<file path="src/rtl/split_text_console_cursor_top_macros.svh">
// Assertion macros shared by the console writer.
// Each one checks an implication on the rising edge of clk and is held off during reset.
`ifndef SPLIT_TEXT_CONSOLE_CURSOR_TOP_MACROS_SVH
`define SPLIT_TEXT_CONSOLE_CURSOR_TOP_MACROS_SVH

// The consequent must hold in the same cycle as the antecedent.
`define STCC_ASSERT_NOW(label, ante, cons, msg) \
	label: assert property (@(posedge clk) disable iff (!arst_n) (ante) |-> (cons)) \
		else $error(msg);

// The consequent must hold in the cycle after the antecedent.
`define STCC_ASSERT_NEXT(label, ante, cons, msg) \
	label: assert property (@(posedge clk) disable iff (!arst_n) (ante) |=> (cons)) \
		else $error(msg);

`endif

</file>
<file path="src/rtl/stcc_pkg.sv">
package stcc_pkg;

	localparam int ADDR_W      = 11;
	localparam int VALUE_W     = 16;
	localparam int CHAR_W      = 8;
	localparam int ATTR_W      = 8;
	localparam int ROWCNT_W    = 5;
	localparam int COUNT_W     = 12;
	localparam int CFG_INDEX_W = 2;

	localparam logic [CHAR_W-1:0] CHAR_BACKSPACE = 8'h08;
	localparam logic [CHAR_W-1:0] CHAR_TAB       = 8'h09;
	localparam logic [CHAR_W-1:0] CHAR_NEWLINE   = 8'h0A;
	localparam logic [CHAR_W-1:0] CHAR_IGNORED   = 8'h15;
	localparam logic [CHAR_W-1:0] CHAR_BLANK     = 8'h20;

	localparam logic [COUNT_W-1:0] COUNT_MAX = '1;

	localparam logic [CFG_INDEX_W-1:0] REG_ROW_COUNT  = 2'd0;
	localparam logic [CFG_INDEX_W-1:0] REG_COLOR_ATTR = 2'd1;

	localparam logic [ROWCNT_W-1:0] ROW_COUNT_RESET  = 5'd14;
	localparam logic [ATTR_W-1:0]   COLOR_ATTR_RESET = 8'd15;

	typedef struct packed {
		logic               cell_write;
		logic [ADDR_W-1:0]  cell_address;
		logic [VALUE_W-1:0] cell_value;
		logic               pane_cleared;
		logic               cursor_write;
		logic [ADDR_W-1:0]  cursor_offset;
	} stcc_result_t;

endpackage

</file>
<file path="src/rtl/stcc_cursor.sv">
module stcc_cursor #(
	parameter int LINE_WIDTH = 80,
	parameter int PANE_WIDTH = 40,
	parameter int MAX_ROWS   = 16,
	parameter int TAB_STEP   = 8
) (
	input  logic                              clk,
	input  logic                              arst_n,
	input  logic                              step,
	input  logic                              pane,
	input  logic [stcc_pkg::CHAR_W-1:0]       char_code,
	input  logic [stcc_pkg::ROWCNT_W-1:0]     row_count,
	input  logic [stcc_pkg::ATTR_W-1:0]       color_attr,
	output stcc_pkg::stcc_result_t            result
);

	localparam int CW    = $clog2(LINE_WIDTH);
	localparam int NW    = $clog2(LINE_WIDTH + TAB_STEP);
	localparam int RW    = $clog2(MAX_ROWS + 1);
	localparam int CMP_W = (RW > stcc_pkg::ROWCNT_W) ? RW : stcc_pkg::ROWCNT_W;
	localparam int AW    = stcc_pkg::ADDR_W;

	logic [CW-1:0] lcol_q, rcol_q;
	logic [RW-1:0] lrow_q, rrow_q;
	logic [stcc_pkg::COUNT_W-1:0] lcnt_q, rcnt_q;

	// Next tab stop for every column, fixed at elaboration.
	logic [NW-1:0] tab_next [LINE_WIDTH];
	for (genvar g = 0; g < LINE_WIDTH; g++) begin : g_tab
		assign tab_next[g] = NW'(g - (g % TAB_STEP) + TAB_STEP);
	end

	logic [CW-1:0] col_cur, col_n;
	logic [RW-1:0] row_cur, row_n, row_inc, row_wrap, limit, row_addr;
	logic [stcc_pkg::COUNT_W-1:0] cnt_cur, cnt_n, cnt_inc;
	logic [NW-1:0] home, edge_col, col_ext, col_adv, tab_col;
	logic [CW-1:0] col_addr;
	logic nl_clear, wr, clr, mv, mv_ok;
	logic [stcc_pkg::VALUE_W-1:0] val;

	always_comb begin
		limit = (CMP_W'(row_count) < CMP_W'(MAX_ROWS)) ? RW'(row_count) : RW'(MAX_ROWS);
		col_cur  = pane ? rcol_q : lcol_q;
		row_cur  = pane ? rrow_q : lrow_q;
		cnt_cur  = pane ? rcnt_q : lcnt_q;
		home     = pane ? NW'(PANE_WIDTH) : '0;
		edge_col = pane ? NW'(LINE_WIDTH) : NW'(PANE_WIDTH);
		col_ext  = NW'(col_cur);
		col_adv  = col_ext + NW'(1);
		tab_col  = tab_next[col_cur];
		cnt_inc  = (cnt_cur == stcc_pkg::COUNT_MAX) ? cnt_cur : cnt_cur + 1'b1;

		// Start of the next row, wrapping to the top once the row limit is reached.
		row_inc  = row_cur + 1'b1;
		nl_clear = (row_inc >= limit);
		row_wrap = nl_clear ? '0 : row_inc;

		col_n    = col_cur;
		row_n    = row_cur;
		cnt_n    = cnt_cur;
		wr       = 1'b0;
		clr      = 1'b0;
		mv       = 1'b0;
		val      = '0;
		col_addr = col_cur;
		row_addr = row_cur;

		case (char_code)
			stcc_pkg::CHAR_NEWLINE: begin
				col_n = CW'(home);
				row_n = row_wrap;
				clr   = nl_clear;
				cnt_n = '0;
				mv    = 1'b1;
			end
			stcc_pkg::CHAR_IGNORED: begin
			end
			stcc_pkg::CHAR_BACKSPACE: begin
				if (cnt_cur != '0) begin
					if (col_ext <= home) begin
						col_n = CW'(edge_col - NW'(1));
						row_n = (row_cur != '0) ? row_cur - 1'b1 : row_cur;
					end else begin
						col_n = col_cur - 1'b1;
					end
					// The blanked cell is the one the cursor lands on.
					col_addr = col_n;
					row_addr = row_n;
					mv       = 1'b1;
					wr       = 1'b1;
					val      = {color_attr, stcc_pkg::CHAR_BLANK};
					cnt_n    = cnt_cur - 1'b1;
				end
			end
			stcc_pkg::CHAR_TAB: begin
				if (tab_col >= edge_col) begin
					col_n = CW'(home);
					row_n = row_wrap;
					clr   = nl_clear;
				end else begin
					col_n = CW'(tab_col);
				end
				mv    = 1'b1;
				cnt_n = cnt_inc;
			end
			default: begin
				wr  = 1'b1;
				val = {color_attr, char_code};
				if (col_adv >= edge_col) begin
					col_n = CW'(home);
					row_n = row_wrap;
					clr   = nl_clear;
				end else begin
					col_n = CW'(col_adv);
				end
				mv    = 1'b1;
				cnt_n = cnt_inc;
			end
		endcase

		mv_ok = mv && (NW'(col_n) < NW'(LINE_WIDTH)) && (row_n < limit);

		result.cell_write    = wr;
		result.cell_address  = wr ? AW'(row_addr) * AW'(LINE_WIDTH) + AW'(col_addr) : '0;
		result.cell_value    = val;
		result.pane_cleared  = clr;
		result.cursor_write  = mv_ok;
		result.cursor_offset = mv_ok ? AW'(row_n) * AW'(LINE_WIDTH) + AW'(col_n) : '0;
	end

	always_ff @(posedge clk or negedge arst_n) begin
		if (!arst_n) begin
			lcol_q <= '0;
			lrow_q <= '0;
			lcnt_q <= '0;
			rcol_q <= CW'(PANE_WIDTH);
			rrow_q <= '0;
			rcnt_q <= '0;
		end else if (step) begin
			if (pane) begin
				rcol_q <= col_n;
				rrow_q <= row_n;
				rcnt_q <= cnt_n;
			end else begin
				lcol_q <= col_n;
				lrow_q <= row_n;
				lcnt_q <= cnt_n;
			end
		end
	end

endmodule

</file>
<file path="src/rtl/split_text_console_cursor_top.sv">
// Pipeline: an accepted item sits in the input register, and its result is loaded into
// the result register when the output is free, which sets out_valid.
// Throughput: one item per cycle while out_ready does not stall the output; the cursor
// update for an item is registered with its result, so the next item sees the new cursor state at once.
// Reset clears the pipeline valids, homes both pane cursors and restores row_count 14
// and color_attr 15.
`include "split_text_console_cursor_top_macros.svh"

module split_text_console_cursor_top #(
	parameter int LINE_WIDTH = 80,
	parameter int PANE_WIDTH = 40,
	parameter int MAX_ROWS   = 16,
	parameter int TAB_STEP   = 8
) (
	input  logic                                clk,
	input  logic                                arst_n,
	input  logic                                in_valid,
	output logic                                in_ready,
	input  logic                                pane,
	input  logic [stcc_pkg::CHAR_W-1:0]         char_code,
	output logic                                out_valid,
	input  logic                                out_ready,
	output logic                                cell_write,
	output logic [stcc_pkg::ADDR_W-1:0]         cell_address,
	output logic [stcc_pkg::VALUE_W-1:0]        cell_value,
	output logic                                pane_cleared,
	output logic                                cursor_write,
	output logic [stcc_pkg::ADDR_W-1:0]         cursor_offset,
	input  logic                                cfg_valid,
	output logic                                cfg_ready,
	input  logic [stcc_pkg::CFG_INDEX_W-1:0]    cfg_index,
	input  logic [7:0]                          cfg_data
);

	logic v_s1;
	logic pane_s1;
	logic [stcc_pkg::CHAR_W-1:0] char_s1;
	logic out_valid_q;
	logic [stcc_pkg::ROWCNT_W-1:0] row_count_q;
	logic [stcc_pkg::ATTR_W-1:0] color_attr_q;
	stcc_pkg::stcc_result_t res_c, res_q;
	logic out_free, s1_adv;

	assign out_free  = !out_valid_q || out_ready;
	assign s1_adv    = v_s1 && out_free;
	assign in_ready  = !v_s1 || out_free;
	assign cfg_ready = 1'b1;

	always_ff @(posedge clk or negedge arst_n) begin
		if (!arst_n) begin
			v_s1         <= 1'b0;
			out_valid_q  <= 1'b0;
			row_count_q  <= stcc_pkg::ROW_COUNT_RESET;
			color_attr_q <= stcc_pkg::COLOR_ATTR_RESET;
		end else begin
			if (in_ready) begin
				v_s1 <= in_valid;
			end
			if (out_free) begin
				out_valid_q <= v_s1;
			end
			if (cfg_valid) begin
				unique case (cfg_index)
					stcc_pkg::REG_ROW_COUNT:  row_count_q  <= cfg_data[stcc_pkg::ROWCNT_W-1:0];
					stcc_pkg::REG_COLOR_ATTR: color_attr_q <= cfg_data[stcc_pkg::ATTR_W-1:0];
					default: begin
					end
				endcase
			end
		end
	end

	always_ff @(posedge clk) begin
		if (in_valid && in_ready) begin
			pane_s1 <= pane;
			char_s1 <= char_code;
		end
		if (s1_adv) begin
			res_q <= res_c;
		end
	end

	stcc_cursor #(
		.LINE_WIDTH(LINE_WIDTH),
		.PANE_WIDTH(PANE_WIDTH),
		.MAX_ROWS  (MAX_ROWS),
		.TAB_STEP  (TAB_STEP)
	) u_cursor (
		.clk       (clk),
		.arst_n    (arst_n),
		.step      (s1_adv),
		.pane      (pane_s1),
		.char_code (char_s1),
		.row_count (row_count_q),
		.color_attr(color_attr_q),
		.result    (res_c)
	);

	assign out_valid     = out_valid_q;
	assign cell_write    = res_q.cell_write;
	assign cell_address  = res_q.cell_address;
	assign cell_value    = res_q.cell_value;
	assign pane_cleared  = res_q.pane_cleared;
	assign cursor_write  = res_q.cursor_write;
	assign cursor_offset = res_q.cursor_offset;

	`STCC_ASSERT_NOW(a_ready_when_empty, !out_valid_q, in_ready, "input stalled with empty output")
	`STCC_ASSERT_NEXT(a_accept_loads_s1, in_valid && in_ready, v_s1, "accepted item not held")
	`STCC_ASSERT_NOW(a_no_write_zero, out_valid_q && !res_q.cell_write, (res_q.cell_address == '0) && (res_q.cell_value == '0), "cell fields not zero without a write")
	`STCC_ASSERT_NOW(a_no_cursor_zero, out_valid_q && !res_q.cursor_write, res_q.cursor_offset == '0, "cursor offset not zero without an update")

endmodule

</file>
<file path="config.mk">
export PLATFORM = sky130hd
export DESIGN_NAME = split_text_console_cursor_top
export DESIGN_NICKNAME = d
export VERILOG_FILES = /design/src/rtl/stcc_pkg.sv /design/src/rtl/stcc_cursor.sv /design/src/rtl/split_text_console_cursor_top.sv
export VERILOG_INCLUDE_DIRS = /design/src /design/src/rtl
export SDC_FILE = /design/constraint.sdc
export NUM_CORES = 1
export LEC_CHECK = 0
export ABC_CLOCK_PERIOD_IN_PS = 6300
export BUFFER_PORTS_ARGS = -buffer_cell sky130_fd_sc_hd__buf_2
export CAP_MARGIN = 20
export CORE_MARGIN = 1.5
export CORE_UTILIZATION = 55
export DETAILED_ROUTE_END_ITERATION = 6
export PLACE_DENSITY = 0.75
export REMOVE_ABC_BUFFERS = 1
export SYNTH_ARGS = -nofsm -noshare
export SYNTH_HDL_FRONTEND = slang
export SYNTH_SLANG_ARGS = --single-unit
</file>
<file path="constraint.sdc">
create_clock -name clk -period 6.3 [get_ports clk]
set_clock_uncertainty 0.15 [all_clocks]
set_input_delay 0.315 -clock clk [delete_from_list [all_inputs] [get_ports clk]]
set_output_delay 0.315 -clock clk [all_outputs]
set_load 0.03 [all_outputs]
</file>
==> summary.md, run 1 <==
| Metric | Value |
|---|---|
| Run status | finished, final reports clean |
| Nets | 946 |
| Number of filler instances in the final layout | 1130 |
| Max-slew violations | 0 |
| Area share of and/or/nand/nor cells after synthesis | 0.174 |
| Path class of the lowest-slack min-delay path | primary input to flop |
| Root Driver | clkbuf_16 |
| Kind of critical path | flop to flop |
| Critical path launch point type | flop |
| Fin cells | 1065 |
| Number of global-route vias before repair | 6562 |
| Min setup slack post-route | 431 ps |
| DRC violation count after routing | 0 |
| Post-placement cell count | 1009 |
| Number of cell rows | 43 |
| Worst slew margin relative to its limit | 0.279 |
| CTS sink count | 113 |
| Width of the die | 121 um |
| Endpoint required time on the critical path | 6300 ps |
| PostCTS Resize Cnt | 0 |
| Setup repair after global routing missed its margin | false |
| Worst-path fanout max | 12 |
| EDFF count, synth | 50 |
| Final setup violation count | 0 |
| Maximum number of pins on one net before global-route repair | 64 |
| Per-cell via count in the routed design | 6.18 |
| Ys Warns | 0 |
| Flip-flop and latch count after synthesis | 113 |
| Detailed-router iteration count before antenna repair | 5 |
| Worst path arrival time | 5870 ps |
| Dominant combinational cell family by area after synthesis | simple AND/OR/NAND/NOR gates |
| Count of cell types in the netlist | 88 |
| Placeable Area | 13800 sq um |
| Total count of hold-check failures in the final report | 0 |
| Leakage component of the power | 3.94 nW |
| CTS tree | done |
| Finished Core Util | 0.662 |
| Global-route wire length before repair | 33900 um |
| Source-to-sink clock delay at the later pin of the worst-skew pair | 430 ps |
| Post-Synthesis Cells | 768 |
| Via count | 6581 |
| Asr flop ratio synth | 0.558 |
| Number of nets still failing antenna checks after routing | 0 |
| Final critical delay including setup and external delays | 5870 ps |
| Num CTS Buffers | 17 |
| Biggest cell delay along the critical path | 490 ps |
| Multiplexer fraction of the synthesized cell area | 0.106 |
| Fraction of final layout cells sized beyond drive strength 1 | 0.254 |
| Pwr Density | 478 nW/um^2 |
| Initial DRC count | 402 |
| Post-Place Worst Slack | 278 ps |
| Dominant synthesized flop cell | dfrtp_1 |
| Final weighted congestion in routability-driven placement | 1.00 |
| Initial Util | 0.560 |
| Crit-path most repeated cell | ha_1 |
| Max-cap violations | 0 |
| Number of levels the H-tree was split into | 4 |
| Total wire length | 21300 um |
| Peak Freq | 0.170 GHz |
| Adder-cell share of the synthesized area | 0.0850 |
| Critical Path Sink Type | flop |
| ANT cells | 0 |
| Average cell area after synthesis | 10.0 sq um |
| Total congestion overflow | 0 |
| Register clock-pin slew on the reported worst setup and hold paths | 60 ps |
| Sum of net half-perimeters after detailed placement | 15300 um |
| Complex-gate fraction of the synthesized area | 0.162 |
| Tightest Pin Transition | 1050 ps |
| Period Utilization, post-route | 0.932 |
| Total die area | 14700 sq um |
| Clock tree buffer depth | 2 |
| Area delta synth->final | 18.3% |
| Number of antenna violations at the first check in global routing | 0 |
| XOR/XNOR Fraction of Synth Area | 0.0329 |
| Maximum vdd ir drop | 0.241 mV |
| Crit-path cells | buf_4, mux2i_1, inv_1, ha_1, nand4b_1, xnor2_1, ha_1, a211oi_1, o21ai_0, o22a_1, nand3_1, a21oi_1, nor3b_1, inv_1, ha_1, ha_1, inv_1, fa_1, or2_2, a21oi_1, o2bb2ai_1, xnor2_1, nor3_2 |
| Slowest stage cell, crit path | edfxtp_1 |
| Port Buffer Count | 66 |
| Top-level port count | 68 |
| Overall routing resource usage | 0.303 |
| Summed instance area of the synthesized netlist | 7710 sq um |
| Sequential area share after synthesis | 0.401 |
| Chip height | 121 um |
| Post-detailed-route wirelength per cell | 20.0 um |
sequential cells by signal, summed over array words and instances, names as in the netlist, 5 cells and up:
register	count
cell_value	16
u_cursor.lcnt_q	12
u_cursor.rcnt_q	12
cell_address	11
cursor_offset	11
char_s1	8
color_attr_q	8
u_cursor.lcol_q	7
u_cursor.rcol_q	7
row_count_q	5
u_cursor.lrow_q	5
u_cursor.rrow_q	5
logic make-up after synthesis:
family	count (synthesis)
and+or+nand+nor	244
AOI/OAI and AO/OA	193
DFF	113
muxes	75
buffers and inverters	63
adders and majority gates	50
xor gates and xnor gates	29
other	1
worst paths after layout:
path                       slack (ps)  depth (start not counted)                  to        start
hold reg to reg                   330                          0       cell_value[6]   char_s1[6]
max in group asynchronous        4960                          3  u_cursor.lcol_q[5]       arst_n
setup reg to reg                  430                         23   cursor_offset[10]      pane_s1
setup / recovery                  430                         23   cursor_offset[10]      pane_s1
hold / removal                      2                          2      row_count_q[3]  cfg_data[3]
min in group asynchronous         440                          3  u_cursor.rcol_q[0]       arst_n
per-stage QoR:
| step | instance area, sq um | total power, W | TNS, ps | hold slack (ps) |
|---|---|---|---|---|
| after floorplan | 7540 | 0.00272 | -47.0 | -131 |
| after detailed placement | 8290 | 0.00333 | 0 | 316 |
| after global placement | 8290 | 0.00327 | 0 | 308 |
| final | 9120 | 0.00436 | 0 | 2.47 |
| after CTS | 9070 | 0.00434 | 0 | 0.297 |
| after global routing | 9120 | 0.00465 | 0 | 5.02 |
critical path, delay by kind of cell (launching register included):
family / cells / cell delay (ps)
compound gates: 6 / 1120
mux: 1 / 150
flops: 1 / 490
fa+ha+maj: 5 / 1480
buf+inv: 4 / 580
xor+xnor: 2 / 490
simple gates: 5 / 1110
layer usage:
metal | track usage | vias up | wire length (um)
met4 | 0.111 | 0 | 482
met3 | 0.0592 | 51 | 1280
li1 | - | 3071 | -
met5 | 0 | - | 0
met2 | 0.504 | 246 | 10500
met1 | 0.393 | 3213 | 9080
where the power goes:
| part | total, W | leakage (nW) | internal [W] | switching [W] |
|---|---|---|---|---|
| sequential | 0.00120 | 1.25 | 0.00105 | 0.000152 |
| combinational | 0.00217 | 2.39 | 0.000862 | 0.00131 |
| clock | 0.000994 | 0.297 | 0.000586 | 0.000408 |
| total | 0.00436 | 3.94 | 0.00250 | 0.00187 |
cells in the final DEF, fill, tap and decap left out, types with 19 or more instances in the layout:
| cell type | n |
|---|---|
| edfxtp_1 | 50 |
| nor3_1 | 20 |
| nand2_1 | 59 |
| and2_1 | 19 |
| a21oi_1 | 61 |
| mux2_2 | 48 |
| buf_2 | 66 |
| xnor2_1 | 20 |
| mux2i_1 | 24 |
| ha_1 | 46 |
| inv_1 | 32 |
| buf_4 | 32 |
| o21ai_0 | 34 |
| nor2_1 | 44 |
| dfrtp_1 | 54 |
layout make-up:
| class | count | area [sq um] | area share |
|---|---|---|---|
| Multi-Input combinational cell | 592 | 4330 | 0.475 |
| Sequential cell | 113 | 3090 | 0.339 |
| Timing Repair Buffer | 116 | 751 | 0.0823 |
| Clock buffer | 18 | 450 | 0.0494 |
| Tap cell | 180 | 225 | 0.0247 |
| Clock inverter | 14 | 153 | 0.0167 |
| Inverter | 32 | 120 | 0.0132 |
cell usage after synthesis, types with 7 or more instances:
cell type  count  area, sq um
nand2_1       59          221
nand2b_1       7         43.8
nand4_1        7         43.8
xnor2_1       20          175
edfxtp_1      50         1500
inv_1         32          120
or2_2         10         62.6
ha_1          46          576
and2_1        20          125
mux2i_1       24          240
o21ai_0       34          170
clkbuf_1      14         52.6
dfrtp_1       54         1350
nor2b_1        9         56.3
xor2_1         9         78.8
a21oi_1       61          305
nor2_1        44          165
a211oi_1       8         60.1
nand3_1       12         60.1
nor3_1        20          100
buf_4          7         52.6
nor3_2        10          100
o22ai_1       14         87.6
nor3b_1        7         52.6
a31oi_1        8         50.1
mux2_2        48          541
dfstp_2        9          236
a21o_1        10         75.1
timing repair:
| item | in CTS | in global routing |
|---|---|---|
| hold buffers | 18 | 0 |
| endpoints found under the hold margin | 75 | 0 |
| buffers inserted | 0 | 6 |
| endpoints found under the setup margin | 0 | 2 |
Note: power is estimated with default switching activity, not from simulation.
==> run 2, diff against run 1 <==
CELL_PAD_IN_SITES_DETAIL_PLACEMENT = 1   (was unset)
CELL_PAD_IN_SITES_GLOBAL_PLACEMENT = 1   (was unset)
CORE_UTILIZATION = 48   (was 55)
PLACE_DENSITY = unset   (was 0.75)
PLACE_DENSITY_LB_ADDON = 0.1   (was unset)
==> run 2 against run 1 <==
Clock power about the same. Combinational power up 4%. First-iteration DRC count decreased by 23%. Routed wire length is 14% higher. Fmax shrank 1.5%. Sequential share of layout area shrank 0.45 points. Clock-buffer cell count decreased by 1. Die area up 14%. Final area up 1.3%.
==> summary.md, run 2 (synthesized netlist as in run 1, its figures left out) <==
| Metric | Value |
|---|---|
| Number of cell rows | 46 (was 43) |
| Num CTS Buffers | 17 (unchanged) |
| Path class of the lowest-slack min-delay path | primary input to flop (unchanged) |
| Total congestion overflow | 0 (unchanged) |
| Critical path launch point type | flop (unchanged) |
| Maximum vdd ir drop | 0.242 mV (was 0.241 mV) |
| Critical Path Sink Type | flop (unchanged) |
| CTS tree | done (unchanged) |
| Number of antenna violations at the first check in global routing | 0 (unchanged) |
| Worst slew margin relative to its limit | 0.403 (was 0.279) |
| Port Buffer Count | 66 (unchanged) |
| Run status | finished, final reports clean (unchanged) |
| Post-Place Worst Slack | 159 ps (was 278 ps) |
| Worst-path fanout max | 8 (was 12) |
| Setup repair after global routing missed its margin | false (unchanged) |
| Post-detailed-route wirelength per cell | 22.1 um (was 20.0 um) |
| Sum of net half-perimeters after detailed placement | 17300 um (was 15300 um) |
| Worst Hold Endpoint | v_s1 (was row_count_q[3]) |
| Tightest Pin Transition | 893 ps (was 1050 ps) |
| Placeable Area | 15800 sq um (was 13800 sq um) |
| Endpoint of the lowest-slack register-to-register path | cursor_offset[10] (unchanged) |
| Max-slew violations | 0 (unchanged) |
| Detailed-router iteration count before antenna repair | 5 (unchanged) |
| Crit-path most repeated cell | ha_1 (unchanged) |
| Crit-path cells | buf_4, nand2b_1, and2_1, inv_1, ha_1, a21oi_1, a21oi_1, ha_1, a21oi_1, nand2_1, o21ai_1, a21oi_2, nand2_1, o21ai_0, a211o_1, ha_1, ha_1, inv_1, fa_1, or2_2, nor2_1, o2bb2ai_1, xnor2_1, nor3_2 (was buf_4, mux2i_1, inv_1, ha_1, nand4b_1, xnor2_1, ha_1, a211oi_1, o21ai_0, o22a_1, nand3_1, a21oi_1, nor3b_1, inv_1, ha_1, ha_1, inv_1, fa_1, or2_2, a21oi_1, o2bb2ai_1, xnor2_1, nor3_2) |
| Maximum number of pins on one net before global-route repair | 64 (unchanged) |
| ANT cells | 0 (unchanged) |
| Area occupied by registers | 3090 sq um (unchanged) |
| Via count | 6604 (was 6581) |
| Cells on Worst Hold Path | 3 (was 2) |
| CTS sink count | 113 (unchanged) |
| Per-cell via count in the routed design | 5.98 (was 6.18) |
| Endpoint required time on the critical path | 6290 ps (was 6300 ps) |
| Initial DRC count | 310 (was 402) |
| Leading cell type in the layout, fill and taps excluded | buf_2 (unchanged) |
| Overall routing resource usage | 0.303 (about the same) |
| Period Utilization, post-route | 0.946 (was 0.932) |
| Final weighted congestion in routability-driven placement | 0.932 (was 1.00) |
| DRC violation count after routing | 0 (unchanged) |
| Chip height | 130 um (was 121 um) |
| Clock tree buffer depth | 2 (unchanged) |
| Biggest cell delay along the critical path | 550 ps (was 490 ps) |
| Fraction of final layout cells sized beyond drive strength 1 | 0.265 (was 0.254) |
| Area delta synth->final | 19.9% (was 18.3%) |
| Buf+Inv Stages, Crit Path | 3 (was 4) |
| Slowest stage cell, crit path | edfxtp_1 (unchanged) |
| Total count of hold-check failures in the final report | 0 (unchanged) |
| Number of levels the H-tree was split into | 4 (unchanged) |
| Peak Freq | 0.168 GHz (was 0.170 GHz) |
| Max-cap violations | 0 (unchanged) |
| Top-level port count | 68 (unchanged) |
| Global-route wire length before repair | 38700 um (was 33900 um) |
| Width of the die | 130 um (was 121 um) |
| Origin of the critical flop-to-flop path | pane_s1 (unchanged) |
| FF-to-FF path depth | 24 (was 23) |
| Total wire length | 24400 um (was 21300 um) |
| Initial Util | 0.489 (was 0.560) |
| Total die area | 16800 sq um (was 14700 sq um) |
| Leakage component of the power | 3.96 nW (was 3.94 nW) |
| Number of global-route vias before repair | 6975 (was 6562) |
| Worst path top cell family by delay | adder cells (unchanged) |
| Pwr Density | 483 nW/um^2 (was 478 nW/um^2) |
| Nets | 950 (was 946) |
| Number of nets still failing antenna checks after routing | 0 (unchanged) |
| Worst hold start | out_ready (was cfg_data[3]) |
| Number of flip-flops in the largest register | 16 (unchanged) |
| Final design area excluding fillers | 9240 sq um (was 9120 sq um) |
| Number of filler instances in the final layout | 1784 (was 1130) |
| Total area of multi-input combinational cells | 4370 sq um (was 4330 sq um) |
| FF-to-FF setup slack | 340 ps (was 430 ps) |
| Final critical delay including setup and external delays | 5960 ps (was 5870 ps) |
| Source-to-sink clock delay at the later pin of the worst-skew pair | 430 ps (about the same) |
| Root Driver | clkbuf_16 (unchanged) |
| Worst path arrival time | 5950 ps (was 5870 ps) |
| Kind of critical path | flop to flop (unchanged) |
| Highest-count cells in the layout ignoring fill and taps | buf_2, a21oi_1, nand2_1, dfrtp_1, edfxtp_1 (unchanged) |
| Finished Core Util | 0.586 (was 0.662) |
| Final setup violation count | 0 (unchanged) |
| Min setup slack post-route | 341 ps (was 431 ps) |
| Register clock-pin slew on the reported worst setup and hold paths | 60 ps (about the same) |
| Area of placed instances | 8380 sq um (was 8290 sq um) |
-- run 2: cell count changes in the layout (fill, tap and decap cells not counted), moves of 2 or more --
cell / change
buf_4: +2
clkinv_4: +4
inv_6: -3
inv_8: -2
mux2i_1: -2
-- run 2: worst max path at each step --
stage	startpoint	end	cells after the start
after detailed placement	pane_s1	cursor_offset[10]	23
after global routing	pane_s1	cursor_offset[10]	22
final	pane_s1	cursor_offset[10]	24
after floorplan	pane_s1	cursor_offset[10]	21
after CTS	pane_s1	cursor_offset[10]	23
after global placement	pane_s1	cursor_offset[10]	23
-- run 2: layout make-up --
class	count	area share
inverters	32	0.0130
flip-flops and latches	113	0.334
multi-input cells	592	0.473
clock buffers	17	0.0460
clock inverters	15	0.0188
repair buffers	120	0.0861
well taps	216	0.0292
-- run 2: report_power, final --
group | internal (W) | leakage, nW | switching (W)
Sequential | 0.00105 | 1.25 | 0.000157
Combinational | 0.000897 | 2.42 | 0.00137
Clock | 0.000595 | 0.293 | 0.000401
-- run 2: timing repair --
item / CTS / global route
endpoints found under the hold margin: 69 / 0
gates resized for setup: 0 / 9
buffers inserted: 0 / 4
hold buffers: 19 / 0
setup endpoints to repair: 0 / 11
-- run 2: routing by layer --
metal | wire length [um] | global-route usage | share of wire
met1 | 11100 | 0.406 | 0.45
met2 | 12000 | 0.509 | 0.49
met3 | 897 | 0.0443 | 0.037
met4 | 455 | 0.0974 | 0.019
met5 | 0 | 0 | 0
-- run 2: worst min-delay path, stage by stage --
cell,delay [ps]
buf_2,90
nand3b_1,140
nand2b_1,80
-- run 2: stage by stage --
step           hold WS (ps)  setup TNS (ps)  total power (W)  cells
2_1_floorplan          -131           -47.0          0.00272    737
3_3_place_gp            322               0          0.00330   1049
3_5_place_dp            336               0          0.00340   1049
4_1_cts                51.5               0          0.00444   1100
5_1_grt                 116               0          0.00476   1105
6_report               99.2               0          0.00446   1105
